File: src/rtl/core/adsr_pkg.sv
// Shared types, constants and helper functions of the ADSR envelope generator.
package adsr_pkg;

   // Level format: unsigned fixed point, 1.0 is 2^LEVEL_FRAC_BITS
   localparam int LEVEL_FRAC_BITS = 30;
   localparam int LEVEL_W         = LEVEL_FRAC_BITS + 1;
   localparam int OUT_FRAC_BITS   = 24;
   localparam int SUS_SHIFT       = LEVEL_FRAC_BITS - OUT_FRAC_BITS;
   localparam int ENV_W           = OUT_FRAC_BITS + 1;
   localparam logic [LEVEL_W-1:0] LEVEL_ONE = {1'b1, {LEVEL_FRAC_BITS{1'b0}}};

   // Register widths
   localparam int SAMPLES_W   = 24;
   localparam int COUNT_WIDTH = 24;
   localparam int SUSTAIN_W   = 25;
   localparam int DEBOUNCE_W  = 16;
   localparam int DCOUNT_W    = 17;
   localparam logic [SUSTAIN_W-1:0] SUSTAIN_FULL = {1'b1, {OUT_FRAC_BITS{1'b0}}};
   localparam logic [DCOUNT_W-1:0]  DCOUNT_MAX   = {DCOUNT_W{1'b1}};

   // Configuration port
   localparam int CSR_INDEX_W = 3;
   localparam int CSR_DATA_W  = 25;
   localparam logic [CSR_INDEX_W-1:0] CSR_ATTACK   = 3'd0;
   localparam logic [CSR_INDEX_W-1:0] CSR_DECAY    = 3'd1;
   localparam logic [CSR_INDEX_W-1:0] CSR_RELEASE  = 3'd2;
   localparam logic [CSR_INDEX_W-1:0] CSR_SUSTAIN  = 3'd3;
   localparam logic [CSR_INDEX_W-1:0] CSR_FIXED    = 3'd4;
   localparam logic [CSR_INDEX_W-1:0] CSR_DEBOUNCE = 3'd5;

   // Serial divider: one quotient bit per cycle over the full level width
   localparam int DIV_STEPS = LEVEL_W;
   localparam int DIV_CNT_W = $clog2(DIV_STEPS);

   typedef enum logic [2:0] {
      PH_OFF      = 3'd0,
      PH_ATTACK   = 3'd1,
      PH_DECAY    = 3'd2,
      PH_SUSTAIN  = 3'd3,
      PH_REL_DEB  = 3'd4,
      PH_RELEASE  = 3'd5,
      PH_HELD     = 3'd6,
      PH_OFF_DEB  = 3'd7
   } phase_type;

   typedef enum logic [1:0] {
      ST_IDLE,
      ST_DIVIDE,
      ST_FINISH
   } state_type;

   typedef struct packed {
      logic                 start;
      logic [LEVEL_W-1:0]   dividend;
      logic [COUNT_WIDTH-1:0] divisor;
   } div_req_type;

   typedef struct packed {
      logic                 done;
      logic [LEVEL_W-1:0]   quotient;
   } div_rsp_type;

   // Mask a sample count to the counter width; zero counts as one
   function automatic logic [COUNT_WIDTH-1:0] fix_count(input logic [SAMPLES_W-1:0] samples);
      logic [COUNT_WIDTH-1:0] n;
      n = samples[COUNT_WIDTH-1:0];
      if (n == '0) begin
         n = COUNT_WIDTH'(1);
      end
      return n;
   endfunction

   // Saturating debounce counter increment
   function automatic logic [DCOUNT_W-1:0] count_up(input logic [DCOUNT_W-1:0] count);
      return (count < DCOUNT_MAX) ? count + DCOUNT_W'(1) : count;
   endfunction

endpackage

File: src/rtl/core/adsr_if.sv
// Channel interfaces of the ADSR envelope generator: request, response, register write.
interface adsr_req_if;
   logic valid;
   logic ready;
   logic note_on;

   modport source (output valid, output note_on, input ready);
   modport sink   (input valid, input note_on, output ready);
endinterface

interface adsr_rsp_if;
   logic        valid;
   logic        ready;
   logic [24:0] env_level;
   logic [2:0]  phase_code;

   modport source (output valid, output env_level, output phase_code, input ready);
   modport sink   (input valid, input env_level, input phase_code, output ready);
endinterface

interface adsr_csr_if;
   logic        valid;
   logic        ready;
   logic [2:0]  reg_index;
   logic [24:0] wr_data;

   modport source (output valid, output reg_index, output wr_data, input ready);
   modport sink   (input valid, input reg_index, input wr_data, output ready);
endinterface

File: src/rtl/core/adsr_divider.sv
// Restoring divider that produces one quotient bit per cycle.
module adsr_divider
   import adsr_pkg::*;
(
   input  logic        clock,
   input  logic        reset,
   input  div_req_type div_req,
   output div_rsp_type div_rsp
);

   logic                   busy_ff, busy_in;
   logic                   done_ff, done_in;
   logic [DIV_CNT_W-1:0]   cnt_ff, cnt_in;
   logic [LEVEL_W-1:0]     quo_ff, quo_in;
   logic [COUNT_WIDTH-1:0] rem_ff, rem_in;
   logic [COUNT_WIDTH-1:0] dvs_ff, dvs_in;
   logic [COUNT_WIDTH:0]   trial;
   logic                   fits;

   // Shift the next dividend bit into the partial remainder and try the subtract
   assign trial = {rem_ff, quo_ff[LEVEL_W-1]};
   assign fits  = trial >= {1'b0, dvs_ff};

   always_comb begin
      busy_in = busy_ff;
      done_in = 1'b0;
      cnt_in  = cnt_ff;
      quo_in  = quo_ff;
      rem_in  = rem_ff;
      dvs_in  = dvs_ff;
      if (div_req.start) begin
         busy_in = 1'b1;
         cnt_in  = '0;
         quo_in  = div_req.dividend;
         rem_in  = '0;
         dvs_in  = div_req.divisor;
      end else if (busy_ff) begin
         quo_in = {quo_ff[LEVEL_W-2:0], fits};
         rem_in = fits ? COUNT_WIDTH'(trial - {1'b0, dvs_ff}) : trial[COUNT_WIDTH-1:0];
         cnt_in = cnt_ff + DIV_CNT_W'(1);
         if (cnt_ff == DIV_CNT_W'(DIV_STEPS - 1)) begin
            busy_in = 1'b0;
            done_in = 1'b1;
         end
      end
   end

   always_ff @(posedge clock) begin
      if (reset) begin
         busy_ff <= 1'b0;
         done_ff <= 1'b0;
         cnt_ff  <= '0;
      end else begin
         busy_ff <= busy_in;
         done_ff <= done_in;
         cnt_ff  <= cnt_in;
      end
      quo_ff <= quo_in;
      rem_ff <= rem_in;
      dvs_ff <= dvs_in;
   end

   assign div_rsp.done     = done_ff;
   assign div_rsp.quotient = quo_ff;

endmodule

File: src/rtl/core/adsr_envelope_generator.sv
// ADSR envelope generator top level: phase control, level update, registers.
//
//   channel   dir  payload                         accepted when
//   req_chan  in   note_on                         valid && ready
//   rsp_chan  out  env_level[24:0], phase_code[2:0] valid && ready
//   csr_chan  in   reg_index[2:0], wr_data[24:0]   valid && ready (always ready)
//
// A request that starts a ramp (attack, decay or release entry) passes through the
// divide step: the step is found by a serial divider that yields one quotient bit per
// cycle over the 31-bit level. Any other request goes straight to the final step.
// One request is in work at a time; the next is taken while the previous response
// still waits in the output register. A stalled response holds the block in its
// final step. Reset is synchronous and restores the register defaults.
module adsr_envelope_generator
   import adsr_pkg::*;
(
   input  logic         clock,
   input  logic         reset,
   adsr_req_if.sink     req_chan,
   adsr_rsp_if.source   rsp_chan,
   adsr_csr_if.sink     csr_chan
);

   // Configuration registers
   logic [SAMPLES_W-1:0]  attack_ff;
   logic [SAMPLES_W-1:0]  decay_ff;
   logic [SAMPLES_W-1:0]  release_ff;
   logic [SUSTAIN_W-1:0]  sustain_ff;
   logic                  fixed_ff;
   logic [DEBOUNCE_W-1:0] debounce_ff;

   // Envelope state
   state_type             state_ff, state_in;
   phase_type             phase_ff, phase_in;
   logic [LEVEL_W-1:0]    level_ff, level_in;
   logic [LEVEL_W-1:0]    step_mag_ff, step_mag_in;
   logic                  step_neg_ff, step_neg_in;
   logic [DCOUNT_W-1:0]   count_ff, count_in;
   logic                  add_ff, add_in;
   logic                  div_neg_ff, div_neg_in;
   logic                  mag_nz_ff, mag_nz_in;

   // Response register
   logic                  rsp_valid_ff, rsp_valid_in;
   logic [ENV_W-1:0]      rsp_level_ff, rsp_level_in;
   phase_type             rsp_phase_ff, rsp_phase_in;

   div_req_type           div_req;
   div_rsp_type           div_rsp;

   logic                  req_fire;
   logic                  out_free;
   logic [SUSTAIN_W-1:0]  sus_clip;
   logic [LEVEL_W-1:0]    sus_target;
   logic                  lvl_full, lvl_zero, lvl_le_sus, cnt_over;
   logic [LEVEL_W-1:0]    new_mag;
   logic [LEVEL_W-1:0]    added;
   logic [LEVEL_W:0]      sum;

   // Register writes; unknown indexes are dropped
   assign csr_chan.ready = 1'b1;

   always_ff @(posedge clock) begin
      if (reset) begin
         attack_ff   <= SAMPLES_W'(441);
         decay_ff    <= SAMPLES_W'(441);
         release_ff  <= SAMPLES_W'(441);
         sustain_ff  <= SUSTAIN_W'(8388608);
         fixed_ff    <= 1'b0;
         debounce_ff <= DEBOUNCE_W'(882);
      end else if (csr_chan.valid) begin
         unique case (csr_chan.reg_index)
            CSR_ATTACK:   attack_ff   <= csr_chan.wr_data[SAMPLES_W-1:0];
            CSR_DECAY:    decay_ff    <= csr_chan.wr_data[SAMPLES_W-1:0];
            CSR_RELEASE:  release_ff  <= csr_chan.wr_data[SAMPLES_W-1:0];
            CSR_SUSTAIN:  sustain_ff  <= csr_chan.wr_data[SUSTAIN_W-1:0];
            CSR_FIXED:    fixed_ff    <= csr_chan.wr_data[0];
            CSR_DEBOUNCE: debounce_ff <= csr_chan.wr_data[DEBOUNCE_W-1:0];
            default: ;
         endcase
      end
   end

   // Sustain target in level format: zero in fixed mode, clipped to full scale
   assign sus_clip   = (sustain_ff > SUSTAIN_FULL) ? SUSTAIN_FULL : sustain_ff;
   assign sus_target = fixed_ff ? '0 : {sus_clip, {SUS_SHIFT{1'b0}}};

   assign lvl_full   = level_ff >= LEVEL_ONE;
   assign lvl_zero   = level_ff == '0;
   assign lvl_le_sus = level_ff <= sus_target;
   assign cnt_over   = count_ff > {1'b0, debounce_ff};

   assign req_chan.ready = state_ff == ST_IDLE;
   assign req_fire       = req_chan.valid && req_chan.ready;
   assign out_free       = !rsp_valid_ff || rsp_chan.ready;

   // Step magnitude from the quotient, at least one LSB for a nonzero difference
   assign new_mag = (div_rsp.quotient == '0 && mag_nz_ff) ? LEVEL_W'(1) : div_rsp.quotient;

   // Saturating level update
   assign sum = {1'b0, level_ff} + {1'b0, step_mag_ff};
   always_comb begin
      if (step_neg_ff) begin
         added = (level_ff < step_mag_ff) ? '0 : level_ff - step_mag_ff;
      end else begin
         added = (sum > {1'b0, LEVEL_ONE}) ? LEVEL_ONE : sum[LEVEL_W-1:0];
      end
   end

   // Sequencer: evaluate phase on request, divide if a ramp starts, then add the step if the phase ramps, and respond
   always_comb begin
      state_in         = state_ff;
      phase_in         = phase_ff;
      level_in         = level_ff;
      step_mag_in      = step_mag_ff;
      step_neg_in      = step_neg_ff;
      count_in         = count_ff;
      add_in           = add_ff;
      div_neg_in       = div_neg_ff;
      mag_nz_in        = mag_nz_ff;
      rsp_valid_in     = rsp_valid_ff && !rsp_chan.ready;
      rsp_level_in     = rsp_level_ff;
      rsp_phase_in     = rsp_phase_ff;
      div_req.start    = 1'b0;
      div_req.dividend = '0;
      div_req.divisor  = fix_count(attack_ff);

      unique case (state_ff)
         ST_IDLE: begin
            if (req_fire) begin
               add_in = 1'b0;
               unique case (phase_ff)
                  PH_OFF: begin
                     if (req_chan.note_on) begin
                        phase_in         = PH_ATTACK;
                        div_req.start    = 1'b1;
                        div_req.dividend = LEVEL_ONE - level_ff;
                        div_neg_in       = 1'b0;
                     end
                  end
                  PH_ATTACK: begin
                     add_in = 1'b1;
                     if (lvl_full) begin
                        level_in         = LEVEL_ONE;
                        phase_in         = PH_DECAY;
                        div_req.start    = 1'b1;
                        div_req.dividend = LEVEL_ONE - sus_target;
                        div_req.divisor  = fix_count(decay_ff);
                        div_neg_in       = 1'b1;
                     end
                  end
                  PH_DECAY: begin
                     add_in = 1'b1;
                     if (lvl_le_sus) begin
                        if (fixed_ff && req_chan.note_on) begin
                           phase_in = PH_HELD;
                        end else if (fixed_ff) begin
                           phase_in = PH_OFF_DEB;
                           count_in = '0;
                        end else begin
                           phase_in = PH_SUSTAIN;
                        end
                     end
                  end
                  PH_SUSTAIN: begin
                     if (!req_chan.note_on) begin
                        phase_in         = PH_REL_DEB;
                        count_in         = '0;
                        div_req.start    = 1'b1;
                        div_req.dividend = level_ff;
                        div_req.divisor  = fix_count(release_ff);
                        div_neg_in       = 1'b1;
                     end
                  end
                  PH_REL_DEB: begin
                     add_in   = 1'b1;
                     count_in = count_up(count_ff);
                     if (lvl_zero) begin
                        phase_in = PH_OFF;
                     end else if (cnt_over) begin
                        phase_in = PH_RELEASE;
                     end
                  end
                  PH_RELEASE: begin
                     add_in = 1'b1;
                     if (req_chan.note_on) begin
                        phase_in         = PH_ATTACK;
                        div_req.start    = 1'b1;
                        div_req.dividend = LEVEL_ONE - level_ff;
                        div_neg_in       = 1'b0;
                     end else if (lvl_zero) begin
                        phase_in = PH_OFF;
                     end
                  end
                  PH_HELD: begin
                     if (!req_chan.note_on) begin
                        phase_in = PH_OFF_DEB;
                        count_in = '0;
                     end
                  end
                  PH_OFF_DEB: begin
                     count_in = count_up(count_ff);
                     if (cnt_over) begin
                        phase_in = PH_OFF;
                     end
                  end
               endcase
               mag_nz_in = div_req.dividend != '0;
               state_in  = div_req.start ? ST_DIVIDE : ST_FINISH;
            end
         end
         ST_DIVIDE: begin
            if (div_rsp.done) begin
               step_mag_in = new_mag;
               step_neg_in = div_neg_ff;
               state_in    = ST_FINISH;
            end
         end
         ST_FINISH: begin
            if (out_free) begin
               level_in     = add_ff ? added : level_ff;
               rsp_valid_in = 1'b1;
               rsp_level_in = level_in[LEVEL_W-1:SUS_SHIFT];
               rsp_phase_in = phase_ff;
               state_in     = ST_IDLE;
            end
         end
         default: state_in = ST_IDLE;
      endcase
   end

   always_ff @(posedge clock) begin
      if (reset) begin
         state_ff     <= ST_IDLE;
         phase_ff     <= PH_OFF;
         level_ff     <= '0;
         step_mag_ff  <= '0;
         step_neg_ff  <= 1'b0;
         count_ff     <= '0;
         add_ff       <= 1'b0;
         rsp_valid_ff <= 1'b0;
      end else begin
         state_ff     <= state_in;
         phase_ff     <= phase_in;
         level_ff     <= level_in;
         step_mag_ff  <= step_mag_in;
         step_neg_ff  <= step_neg_in;
         count_ff     <= count_in;
         add_ff       <= add_in;
         rsp_valid_ff <= rsp_valid_in;
      end
      div_neg_ff   <= div_neg_in;
      mag_nz_ff    <= mag_nz_in;
      rsp_level_ff <= rsp_level_in;
      rsp_phase_ff <= rsp_phase_in;
   end

   adsr_divider u_divider (
      .clock   (clock),
      .reset   (reset),
      .div_req (div_req),
      .div_rsp (div_rsp)
   );

   assign rsp_chan.valid      = rsp_valid_ff;
   assign rsp_chan.env_level  = rsp_level_ff;
   assign rsp_chan.phase_code = rsp_phase_ff;

`ifndef SYNTH
   // Level stays within full scale
   assert property (@(posedge clock) disable iff (reset) level_ff <= LEVEL_ONE)
      else $error("envelope level above full scale");

   // Divider finishes only while the sequencer waits for it
   assert property (@(posedge clock) disable iff (reset) div_rsp.done |-> state_ff == ST_DIVIDE)
      else $error("divider finished outside divide step");

   // A taken request blocks the next one until it is done
   assert property (@(posedge clock) disable iff (reset) req_fire |=> !req_chan.ready)
      else $error("request taken while another is in work");
`endif

endmodule

File: src/flat_wrapper.sv
// flat-port wrapper written by rule: the top's interface ports become plain ports
module adsr_envelope_generator_flat import adsr_pkg::*;
  (clock, reset, req_chan_valid, req_chan_note_on, req_chan_ready, rsp_chan_valid, rsp_chan_env_level, rsp_chan_phase_code, rsp_chan_ready, csr_chan_valid, csr_chan_reg_index, csr_chan_wr_data, csr_chan_ready);
  adsr_req_if req_chan_i ();
  adsr_rsp_if rsp_chan_i ();
  adsr_csr_if csr_chan_i ();
  input  logic clock;
  input  logic reset;
  input wire logic [$bits(req_chan_i.valid)-1:0] req_chan_valid;
  input wire logic [$bits(req_chan_i.note_on)-1:0] req_chan_note_on;
  output wire logic [$bits(req_chan_i.ready)-1:0] req_chan_ready;
  output wire logic [$bits(rsp_chan_i.valid)-1:0] rsp_chan_valid;
  output wire logic [$bits(rsp_chan_i.env_level)-1:0] rsp_chan_env_level;
  output wire logic [$bits(rsp_chan_i.phase_code)-1:0] rsp_chan_phase_code;
  input wire logic [$bits(rsp_chan_i.ready)-1:0] rsp_chan_ready;
  input wire logic [$bits(csr_chan_i.valid)-1:0] csr_chan_valid;
  input wire logic [$bits(csr_chan_i.reg_index)-1:0] csr_chan_reg_index;
  input wire logic [$bits(csr_chan_i.wr_data)-1:0] csr_chan_wr_data;
  output wire logic [$bits(csr_chan_i.ready)-1:0] csr_chan_ready;
  assign req_chan_i.valid = req_chan_valid;
  assign req_chan_i.note_on = req_chan_note_on;
  assign req_chan_ready = req_chan_i.ready;
  assign rsp_chan_valid = rsp_chan_i.valid;
  assign rsp_chan_env_level = rsp_chan_i.env_level;
  assign rsp_chan_phase_code = rsp_chan_i.phase_code;
  assign rsp_chan_i.ready = rsp_chan_ready;
  assign csr_chan_i.valid = csr_chan_valid;
  assign csr_chan_i.reg_index = csr_chan_reg_index;
  assign csr_chan_i.wr_data = csr_chan_wr_data;
  assign csr_chan_ready = csr_chan_i.ready;
  adsr_envelope_generator u_core (.clock(clock), .reset(reset), .req_chan(req_chan_i), .rsp_chan(rsp_chan_i), .csr_chan(csr_chan_i));
endmodule
File: config.mk
export PLATFORM = sky130hd
export DESIGN_NAME = adsr_envelope_generator_flat
export DESIGN_NICKNAME = d
export VERILOG_FILES = /design/src/rtl/core/adsr_pkg.sv /design/src/rtl/core/adsr_if.sv /design/src/rtl/core/adsr_divider.sv /design/src/rtl/core/adsr_envelope_generator.sv /design/src/flat_wrapper.sv
export SDC_FILE = /design/constraint.sdc
export NUM_CORES = 1
export LEC_CHECK = 0
export BUFFER_PORTS_ARGS = -buffer_cell sky130_fd_sc_hd__buf_2
export CORE_ASPECT_RATIO = 1.75
export CORE_MARGIN = 2
export CORE_UTILIZATION = 55
export CTS_CLUSTER_DIAMETER = 120
export DETAILED_ROUTE_END_ITERATION = 16
export GPL_TIMING_DRIVEN = 0
export PLACE_DENSITY = 0.8
export SETUP_SLACK_MARGIN = 0.02
export SYNTH_ARGS = -nofsm -noshare
export SYNTH_HDL_FRONTEND = slang
export SYNTH_SLANG_ARGS = --single-unit
File: constraint.sdc
create_clock -name clock -period 14.6 [get_ports clock]
set_clock_uncertainty 0.05 [all_clocks]
set_input_delay 2.92 -clock clock [delete_from_list [all_inputs] [get_ports clock]]
set_output_delay 2.92 -clock clock [all_outputs]
set_load 0.02 [all_outputs]
* After elaboration in Yosys (flattened, before gate mapping) *
Index checks and enable logic that the tools add are counted.

storage, ports and cells
  register bits = 317
  bits of input ports = 34
  output and inout port bits = 31
  word-level logic and storage cells = 178

cells by class
  add/sub/neg operators = 7
  magnitude comparators = 8
  equality and inequality tests = 34
  multiplexer cells = 62
  bitwise operators = 1
  reductions and logical operators = 41

operators with widths
  operator                  count
  $mux W31                  12
  $mux W56                  4
  $mux W24                  4
  $mux W32                  3
  $pmux W32 S3              1
  $mux W17                  5
  $logic_not A24 Y1         3
  $logic_not A31 Y1         2
  $pmux W31 S2              1
  $sub A31 B31 Y31 const A  2
  $pmux W17 S3              1
  $pmux W24 S2              1
  $mux W3                   12
  $add A31 B31 Y32          1
  $gt A32 B31 Y1 const B    1
  $ge A31 B31 Y1 const B    1
  $le A31 B31 Y1            1
  $lt A31 B31 Y1            1
  $reduce_bool A31 Y1       1
  $sub A31 B31 Y31          1
  $ge A25 B24 Y1            1
  $gt A25 B25 Y1 const B    1
  $mux W25                  1
  $pmux W3 S8               1
  other kinds (36)          91

* Depth between registers and ports, before layout *
Gate-level depths: netlist of the first run.

  depth after elaboration = 11
  gate-level depth with buffers = 23
  depth with buffers taken out = 17

* By module *
From an unflattened synthesis of the first run, not the netlist that was laid out.

second synthesis, totals
  cell total of the unflattened synthesis = 2715
  area, all modules = 21274.2 um^2

by module, submodules not included
  module                   instances  cells an instance  area each (um^2)  sequential area each (um^2)
  adsr_envelope_generator  1          2255               16503.3           4924.7
  adsr_divider             1          460                4770.8            2272.2

* Least setup slack after synthesis of the first run *
No wires, ideal clock.

  kind = input -> register
  start point = input req_chan_note_on
  end point = register u_core.u_divider.quo_ff[20] (data pin)
  setup time = 307 ps
  arrival time = 5234 ps
  setup slack = 9010 ps
  stages on the path = 9
  path buffers = 3
  cell sequence = inv_1 nand2_1 nor2_1 a21oi_1 nor2_1 clkbuf_1 clkbuf_1 buf_1 a21oi_1

RTL lines
  what                  line                source
  start, declared       flat_wrapper.sv:10  input wire logic [$bits(req_chan_i.note_on)-1:0] req_chan_note_on;
  end signal, assigned  adsr_divider.sv:58  quo_ff <= quo_in;
  end, declared         adsr_divider.sv:14  logic [LEVEL_W-1:0] quo_ff, quo_in;

* Final worst setup path of the first run *
  start point = register u_core.sustain_ff[2]
  end point = register u_core.count_ff[13]

between the ends
  word-level cells in the longest chain between the ends = 6

RTL lines
  what                             line                            source
  start, declared                  adsr_envelope_generator.sv:28   logic [SUSTAIN_W-1:0] sustain_ff;
  start signal, assigned           adsr_envelope_generator.sv:76   CSR_SUSTAIN: sustain_ff <= csr_chan.wr_data[SUSTAIN_W-1:0];
  $gt A25 B25 Y1                   adsr_envelope_generator.sv:85   assign sus_clip = (sustain_ff > SUSTAIN_FULL) ? SUSTAIN_FULL : sustain_ff;
  $mux W25 (*)                     adsr_envelope_generator.sv:85
  $mux W31 (*)                     adsr_envelope_generator.sv:86   assign sus_target = fixed_ff ? '0 : {sus_clip, {SUS_SHIFT{1'b0}}};
  $le A31 B31 Y1 (*)               adsr_envelope_generator.sv:90   assign lvl_le_sus = level_ff <= sus_target;
  $ne A2 B1 Y1 (no line) (*)       --
  $reduce_and A8 Y1 (no line) (*)  --
  end signal, assigned             adsr_envelope_generator.sv:248  count_ff <= count_in;
  end, declared                    adsr_envelope_generator.sv:38   logic [DCOUNT_W-1:0] count_ff, count_in;

Every way passes the cells marked *; elsewhere a longest branch is shown, timed or not.
A chain may end at the register's enable or synchronous reset.

==> results of run 1 <==
[stage by stage]
step / utilization / setup slack, ps / power [mW]
4_1_cts: 0.6133 / 7807 / 2.507
2_1_floorplan: - / 9010 / 1.491
3_5_place_dp: 0.5842 / 7716 / 1.658
3_3_place_gp: 0.5835 / 7467 / 1.634
5_1_grt: 0.6133 / 7340 / 2.619
6_report: 0.6133 / 7660 / 2.518
[state kept, by name, indices dropped and copies added (netlist names), 16 cells and up]
| name | cells |
|---|---|
| u_core.attack_ff | 24 |
| u_core.count_ff | 17 |
| u_core.debounce_ff | 16 |
| u_core.decay_ff | 24 |
| u_core.level_ff | 31 |
| u_core.release_ff | 24 |
| u_core.rsp_chan.env_level | 25 |
| u_core.step_mag_ff | 31 |
| u_core.sustain_ff | 25 |
| u_core.u_divider.dvs_ff | 24 |
| u_core.u_divider.quo_ff | 31 |
| u_core.u_divider.rem_ff | 24 |
[path summary, 6_finish.rpt]
check                       startpoint                            end  slack (ps)  cells after the start
setup / recovery  u_core.sustain_ff[2]            u_core.count_ff[13]        7660                     21
setup reg to reg  u_core.sustain_ff[2]            u_core.count_ff[13]        7660                     21
hold reg to reg     u_core.phase_ff[1]  u_core.rsp_chan.phase_code[1]         380                      0
hold / removal      u_core.phase_ff[1]  u_core.rsp_chan.phase_code[1]         380                      0
[metal layers]
metal | global-route usage | part of all wire | wire length (µm)
met5 | 0 | 0 | 0
met4 | 0.3446 | 0.11 | 8184
met3 | 0.05596 | 0.068 | 4941
met2 | 0.6641 | 0.50 | 36470
met1 | 0.3505 | 0.32 | 22940
[power by group]
| group | leakage [nW] | internal [mW] | switching (mW) |
|---|---|---|---|
| clock network | 0.522 | 0.497 | 0.362 |
| registers | 2.68 | 0.984 | 0.0566 |
| logic | 5.83 | 0.237 | 0.381 |
| total | 9.04 | 1.72 | 0.799 |
[cell type report]
type	count	area [µm²]	area share
Multi-Input combinational cell	2049	12370	0.5470
Clock inverter	17	231.5	0.01023
Inverter	124	465.4	0.02057
Tap cell	475	594.3	0.02627
Clock buffer	40	840.8	0.03717
Timing Repair Buffer	62	325.3	0.01438
Buffer	152	594.3	0.02627
Sequential cell	317	7197	0.3181
[worst register-to-register path, delay by kind of cell (launching register included)]
kind            cells  cell delay (ps)
simple gates       10             3030
buf+inv             5             2060
compound gates      4              840
flops               1              350
fa+ha+maj           1              320
xor+xnor            1              180
[cell usage after synthesis (all sizes together), types with 26 or more instances]
| cell | number |
|---|---|
| edfxtp | 85 |
| nand2 | 488 |
| clkbuf | 133 |
| xnor2 | 51 |
| o21ai | 130 |
| o21a | 30 |
| nor4 | 46 |
| nor2b | 27 |
| a21o | 35 |
| a22oi | 29 |
| ha | 132 |
| a211oi | 35 |
| inv | 123 |
| a21oi | 282 |
| nand4 | 35 |
| nand3 | 33 |
| xor2 | 30 |
| nor3 | 63 |
| nand3b | 30 |
| or3 | 26 |
| dfxtp | 232 |
| nor2 | 219 |
[cells by family (layout without fill, tap and decap cells)]
group,after synthesis,in the layout,synth area share
AO/OA/AOI/OAI,744,744,0.2305
XOR/XNOR,81,81,0.03440
adder cells (fa/ha/maj),135,135,0.08300
buffers and inverters,276,395,0.05133
flip-flops,317,317,0.3490
multiplexers,31,31,0.01565
other,1,1,0.0001818
AND/OR/NAND/NOR,1057,1057,0.2360
==> results.cfg, run 1 <==
[floorplan]
rows = 93
boundaryPins = 65
die_area_um2 = 39120
start_util = 0.5591
die_y_um = 260.2
core_area_um2 = 36890
die_w_um = 150.4

[route]
drc = 0
vias = 20687
wire_per_inst_um = 22.42
ant_nets = 0
wl_um = 72540
dr.first_iter.drc_count = 1557
routed_via_density = 6.393
drt_pass1_iterations = 6

[synth]
netlist-cell-type-count = 81
yosys.area.top_type = dfxtp_1
syn-cell-area_um2 = 20620
syn_inst = 2642
yosys_warnings = 0
synth_top_area_frac = 0.2252
synth_edf_count = 85
yosysSeqAreaShare = 0.3490
synth_ff_type = dfxtp_1
synth-seq-cells = 317
synth_area_per_cell_um2 = 7.806
async_reset_ff_frac = 0
syn_nets = 2811
synthTopCellsByArea = dfxtp_1 23%, edfxtp_1 12%, nand2_1 8.9%, ha_1 8.0%, a21oi_1 6.8%

[finish]
final_common_cell = nand2_1
fill_cells = 3281
final_cell_mix = 488 x nand2_1, 282 x a21oi_1, 232 x dfxtp_1, 217 x nor2_1, 140 x clkbuf_1
layout.nets = 2906
final_area_um2 = 22620
areaGrowthSynthToFinish_pct = 9.701
drive_gt1_frac = 0.06230
finalNonFillerCells = 3236
antennaDiodeCount = 0

[power]
leakagePower_nw = 9.040
pwr_density_cell_nw_per_um2 = 111.3
vdd.ir_drop.worst_v = 0.0001124

[sta]
rsz0062_at_grt = false
finalCritPeriodShare = 0.4753
drv_slew = 0
min_period_ps = 6940
slew_headroom = 0.01677
worst_pin_slew_ps = 1464
setup_tns_ps = 0
hold_viol_final = 0
clock.fmax_mhz = 144.1
whs_ps = 380.9
setup_viol = 0

[clock_network]
cts_sinks = 317
holdBufCountCts = 0
clock_path_buffers = 3
postCtsSetupBuffers = 0
cts_resized = 0
clkTransAtPathRegs_ps = 60
clockRootBuffer = clkbuf_16
numCtsBuffers = 31
clk-insertion-delay-late_ps = 580
cts_htree_levels = 1
cts_tree = done

[placed_design]
dpl.cell_count = 3179
portBuffers = 61
hpwl_um = 56590
gp_congestion = 1.069
placed_cell_area_um2 = 21550

[setup_path]
worstPathArrival_ps = 7340
critPathMaxStageDelay_ps = 700
crit_type = reg -> reg
start_kind = flip-flop
critPathMaxFanout = 10
cpMostUsedCell = buf_1
crit_family = simple AND/OR/NAND/NOR gates
crit_chain = or3_4 -> nor4_1 -> a41o_1 -> nor2b_1 -> buf_2 -> buf_1 -> buf_1 -> buf_1 -> nand2_1 -> ha_1 -> nand4_1 -> nor4_1 -> nand3_1 -> nor3_1 -> a21oi_1 -> o21ai_0 -> o21a_1 -> buf_1 -> nand3_1 -> xor2_1 -> nor2_1
end_kind = flip-flop
critPathSlowestCell = nor4_1
worstPathRequired_ps = 15000
path_buf_inv = 5

[status]
status = complete, but fails checks
violations = max-capacitance violations

[hold_path]
min_path_type = reg -> reg

[global_route]
grt_overflow = 0
antenna_found_initial = 0
grt_first_pass_wirelength_um = 111300
grt_max_degree = 34
grt_usage = 0.3692
grt_pass1_vias = 20631

[run]
maxCapViolations = 1
Power figures use the tool's default switching activity.
==> run 2: changes to the inputs <==
==> constraint.sdc (replaced) <==
create_clock -name clock -period 7.15 [get_ports clock]
set_clock_uncertainty 0.05 [all_clocks]
set_input_delay 1.43 -clock clock [delete_from_list [all_inputs] [get_ports clock]]
set_output_delay 1.43 -clock clock [all_outputs]
set_load 0.02 [all_outputs]
==> results.cfg, run 2 (synthesized netlist as in run 1, its figures left out) <==
[finish]
layout.nets = 2906
final_cell_mix = 488 x nand2_1, 282 x a21oi_1, 232 x dfxtp_1, 217 x nor2_1, 140 x clkbuf_1
antennaDiodeCount = 0
top_regs = u_core.level_ff: 31 flops, u_core.step_mag_ff: 31 flops, u_core.u_divider.quo_ff: 31 flops
final_common_cell = nand2_1
areaGrowthSynthToFinish_pct = 9.738
drive_gt1_frac = 0.06302
fill_cells = 3280
final_area_um2 = 22630

[clock_network]
cts_tree = done
postCtsSetupBuffers = 0
cts_resized = 0
clock_path_buffers = 3
cts_sinks = 317
numCtsBuffers = 31
clk-insertion-delay-late_ps = 580
clockRootBuffer = clkbuf_16
clkTransAtPathRegs_ps = 70
cts_htree_levels = 1
holdBufCountCts = 0

[route]
dr.first_iter.drc_count = 1554
vias = 20648
ant_nets = 0
drc = 0
routed_via_density = 6.381
drt_pass1_iterations = 6
wire_per_inst_um = 22.41
wl_um = 72530

[placed_design]
portBuffers = 61
gp_congestion = 1.069
placed_cell_area_um2 = 21550
hpwl_um = 56590

[sta]
rsz0062_at_grt = false
setup_viol = 0
finalCritPeriodShare = 0.9267
worst_pin_slew_ps = 1447
setup_tns_ps = 0
hold_viol_final = 0
clock.fmax_mhz = 150.9
slew_headroom = 0.02815
min_period_ps = 6626
drv_slew = 0

[status]
status = finished, final reports clean

[power]
leakagePower_nw = 9.044
pwr_density_cell_nw_per_um2 = 227.4
vdd.ir_drop.worst_v = 0.0002309

[global_route]
grt_pass1_vias = 20658
grt_max_degree = 34
grt_usage = 0.3686
grt_first_pass_wirelength_um = 111200
grt_overflow = 0
antenna_found_initial = 0

[setup_path]
start_kind = flip-flop
reg2reg_from = u_core.sustain_ff[14]
worstPathArrival_ps = 7030
critPathMaxStageDelay_ps = 570
critPathMaxFanout = 10
worstPathRequired_ps = 7550
end_kind = flip-flop
crit_type = reg -> reg
critPathSlowestCell = or4_1
crit_chain = or4_1 -> nor3_1 -> a41o_1 -> nor2b_1 -> buf_2 -> buf_1 -> clkbuf_2 -> buf_1 -> nand2_1 -> ha_1 -> nand4_1 -> nor4_1 -> nand3_1 -> nor3_1 -> a21oi_1 -> o21ai_0 -> o21a_1 -> buf_1 -> nand3_1 -> xor2_1 -> nor2_1
critPathLaunch = u_core.sustain_ff[14]
cpMostUsedCell = buf_1

[hold_path]
min-delay-start = u_core.phase_ff[1]
min_path_type = reg -> reg

[floorplan]
start_util = 0.5591
die_area_um2 = 39120
die_w_um = 150.4
boundaryPins = 65
core_area_um2 = 36890
die_y_um = 260.2
rows = 93

[run]
maxCapViolations = 0
## run 2: changes by cell type in the layout (fill, tap and decap cells not counted)
cell / previous run / this run
clkbuf_2: 0 / 1
buf_1: 12 / 11
nor4_1: 45 / 44
nor4_2: 0 / 1
## run 2: critical path, delay by kind of cell, from the launching register on
kind / cells / cell delay [ps]
AO/OA/AOI/OAI: 4 / 780
flip-flops: 1 / 360
XOR/XNOR: 1 / 180
adder cells (fa/ha/maj): 1 / 300
buffers and inverters: 5 / 1910
AND/OR/NAND/NOR: 10 / 2900
## run 2: final timing paths
kind,cells past startpoint,end,slack (ps)
worst max-delay path,21,u_core.count_ff[13],520
worst min-delay path,0,u_core.rsp_chan.phase_code[1],380
worst max register to register,21,u_core.count_ff[13],520
worst min register to register,0,u_core.rsp_chan.phase_code[1],380
## run 2: stage by stage
stage / hold slack (ps) / util / std cells / setup WS, ps / total power [mW]
2_1_floorplan: 356.4 / - / 2642 / 2020 / 3.045
5_1_grt: 413.5 / 0.6135 / 3236 / 177.1 / 5.348
4_1_cts: 384.1 / 0.6133 / 3236 / 357.2 / 5.120
3_3_place_gp: 373.9 / 0.5835 / 3178 / 438.2 / 3.338
6_report: 380.9 / 0.6135 / 3236 / 523.9 / 5.147
3_5_place_dp: 369.4 / 0.5842 / 3179 / 389.5 / 3.386
## run 2: cell type report
class	count	area [µm²]	area share
Timing Repair Buffer	62	325.3	0.01437
Buffer	152	595.6	0.02632
Multi-Input combinational cell	2049	12380	0.5471
Inverter	124	465.4	0.02057
Sequential cell	317	7197	0.3180
Clock buffer	40	840.8	0.03715
Clock inverter	17	231.5	0.01023
Tap cell	475	594.3	0.02626
## run 2: layer usage
layer,up-vias,wire (µm),global-route usage
li1,9642,-,-
met1,9626,23290,0.3508
met2,995,36690,0.6643
met3,385,4607,0.05298
met4,0,7954,0.3438
met5,-,0,0
## run 2: power breakdown
| group | leakage [nW] | switching (mW) | internal, mW |
|---|---|---|---|
| Clock | 0.522 | 0.740 | 1.02 |
| Combinational | 5.84 | 0.781 | 0.484 |
| Sequential | 2.68 | 0.116 | 2.01 |
| Total | 9.04 | 1.64 | 3.51 |
==> run 3: changes to the inputs <==
--- a/config.mk
+++ b/config.mk
@@ -6,7 +6,6 @@
 export NUM_CORES = 1
 export LEC_CHECK = 0
 export BUFFER_PORTS_ARGS = -buffer_cell sky130_fd_sc_hd__buf_2
-export CORE_ASPECT_RATIO = 1.75
 export CORE_MARGIN = 2
 export CORE_UTILIZATION = 55
 export CTS_CLUSTER_DIAMETER = 120
==> results.cfg, run 3 (synthesized netlist as in run 1, its figures left out) <==
[global_route]
grt_usage = 0.3490
grt_first_pass_wirelength_um = 105900
grt_max_degree = 34
grt_pass1_vias = 19452
grt_overflow = 0
antenna_found_initial = 1

[finish]
areaGrowthSynthToFinish_pct = 10.41
final_cell_mix = 488 x nand2_1, 282 x a21oi_1, 232 x dfxtp_1, 217 x nor2_1, 139 x clkbuf_1
antennaDiodeCount = 0
final_common_cell = nand2_1
finalNonFillerCells = 3238
fill_cells = 3270
top_regs = u_core.level_ff: 31 flops, u_core.step_mag_ff: 31 flops, u_core.u_divider.quo_ff: 31 flops
drive_gt1_frac = 0.06498
layout.nets = 2911

[clock_network]
clk-insertion-delay-late_ps = 570
clkTransAtPathRegs_ps = 60
clock_path_buffers = 3
cts_tree = done
holdBufCountCts = 0
cts_sinks = 317
clockRootBuffer = clkbuf_16
cts_htree_levels = 2
numCtsBuffers = 36
cts_resized = 0
postCtsSetupBuffers = 0

[floorplan]
die_w_um = 197.6
boundaryPins = 65
start_util = 0.5606
die_y_um = 197.6
die_area_um2 = 39060
core_area_um2 = 36790
rows = 70

[hold_path]
min-delay-start = u_core.phase_ff[1]
min_path_type = reg -> reg
holdPathEnd = u_core.rsp_chan.phase_code[1]
whs_path_depth = 0

[sta]
slew_headroom = 0.05613
drv_slew = 0
rsz0062_at_grt = false
setup_tns_ps = 0
setup_viol = 0
finalCritPeriodShare = 0.9337
whs_ps = 387.8
clock.fmax_mhz = 149.8
hold_viol_final = 0
min_period_ps = 6676
worst_pin_slew_ps = 1405

[route]
routed_via_density = 6.306
dr.first_iter.drc_count = 1860
wl_um = 68360
wire_per_inst_um = 21.11
drc = 0
ant_nets = 0
vias = 20419
drt_pass1_iterations = 8

[power]
vdd.ir_drop.worst_v = 0.0001873
leakagePower_nw = 9.125
pwr_density_cell_nw_per_um2 = 232.2

[setup_path]
end_kind = flip-flop
reg2reg_from = u_core.sustain_ff[2]
critPathMaxFanout = 10
crit_type = reg -> reg
r2r_cells = 18
r2r-end = u_core.mag_nz_ff
start_kind = flip-flop
r2r_slack_ps = 470
worstPathArrival_ps = 6930
worstPathRequired_ps = 7400

[run]
maxCapViolations = 0

[placed_design]
dpl.cell_count = 3172
portBuffers = 61
hpwl_um = 53010
gp_congestion = 1.015

[status]
status = finished, final reports clean
[run 3: worst max-delay path by stage]
stage                          start                  to  cells after the start
3_3_place_gp    u_core.sustain_ff[2]    u_core.mag_nz_ff                     18
6_report        u_core.sustain_ff[2]    u_core.mag_nz_ff                     18
4_1_cts         u_core.sustain_ff[2]    u_core.mag_nz_ff                     18
5_1_grt         u_core.sustain_ff[2]  u_core.count_ff[5]                     21
2_1_floorplan  u_core.sustain_ff[14]    u_core.mag_nz_ff                     18
3_5_place_dp    u_core.sustain_ff[2]    u_core.mag_nz_ff                     18
[run 3: per-layer routing]
metal  GRT usage  up-vias  part of all wire
met4      0.2342        0             0.072
met2      0.5852     1016              0.46
li1            -     9662                 -
met1      0.4162     9478              0.39
met5           0        -                 0
met3     0.05054      263             0.078
[run 3: worst max-delay path, stage by stage, from the launching register on]
cell       delay (ps)
dfxtp_1           350
or3_4             430
nor4_1            590
a41o_1            280
nor2b_1           370
buf_2             290
buf_1             370
buf_1             440
nand2_1           160
ha_1              230
clkbuf_1          180
nand2_1           230
nor4_1             80
a2bb2oi_1         170
a221oi_1          620
nand4_1           180
or4_1             520
or4_1             480
or4_1             400
[run 3: where the power goes]
part	total, mW	switching [mW]	internal [mW]
clock network	1.91	0.803	1.11
registers	2.13	0.120	2.01
logic	1.25	0.762	0.483
total	5.29	1.68	3.60
[run 3: metrics by stage]
stage	setup WS [ps]	power, mW	cell area [µm²]	utilization
finish	473.9	5.287	22770	0.6190
global route	182.1	5.513	22770	0.6190
CTS	625.7	5.276	22770	0.6190
detailed placement	634.9	3.366	21550	0.5858
global placement	782.3	3.326	21510	0.5848
floorplan	2020	3.045	20620	-
[run 3: layout make-up]
cell class,instances,area (µm²),share of cell area
plain buffers,152,594.3,0.02610
clock buffers,51,1081,0.04748
clock inverters,15,138.9,0.006100
inverters,124,465.4,0.02044
multi-input cells,2049,12370,0.5435
flip-flops and latches,317,7197,0.3161
well taps,468,585.6,0.02572
repair buffers,62,332.8,0.01462
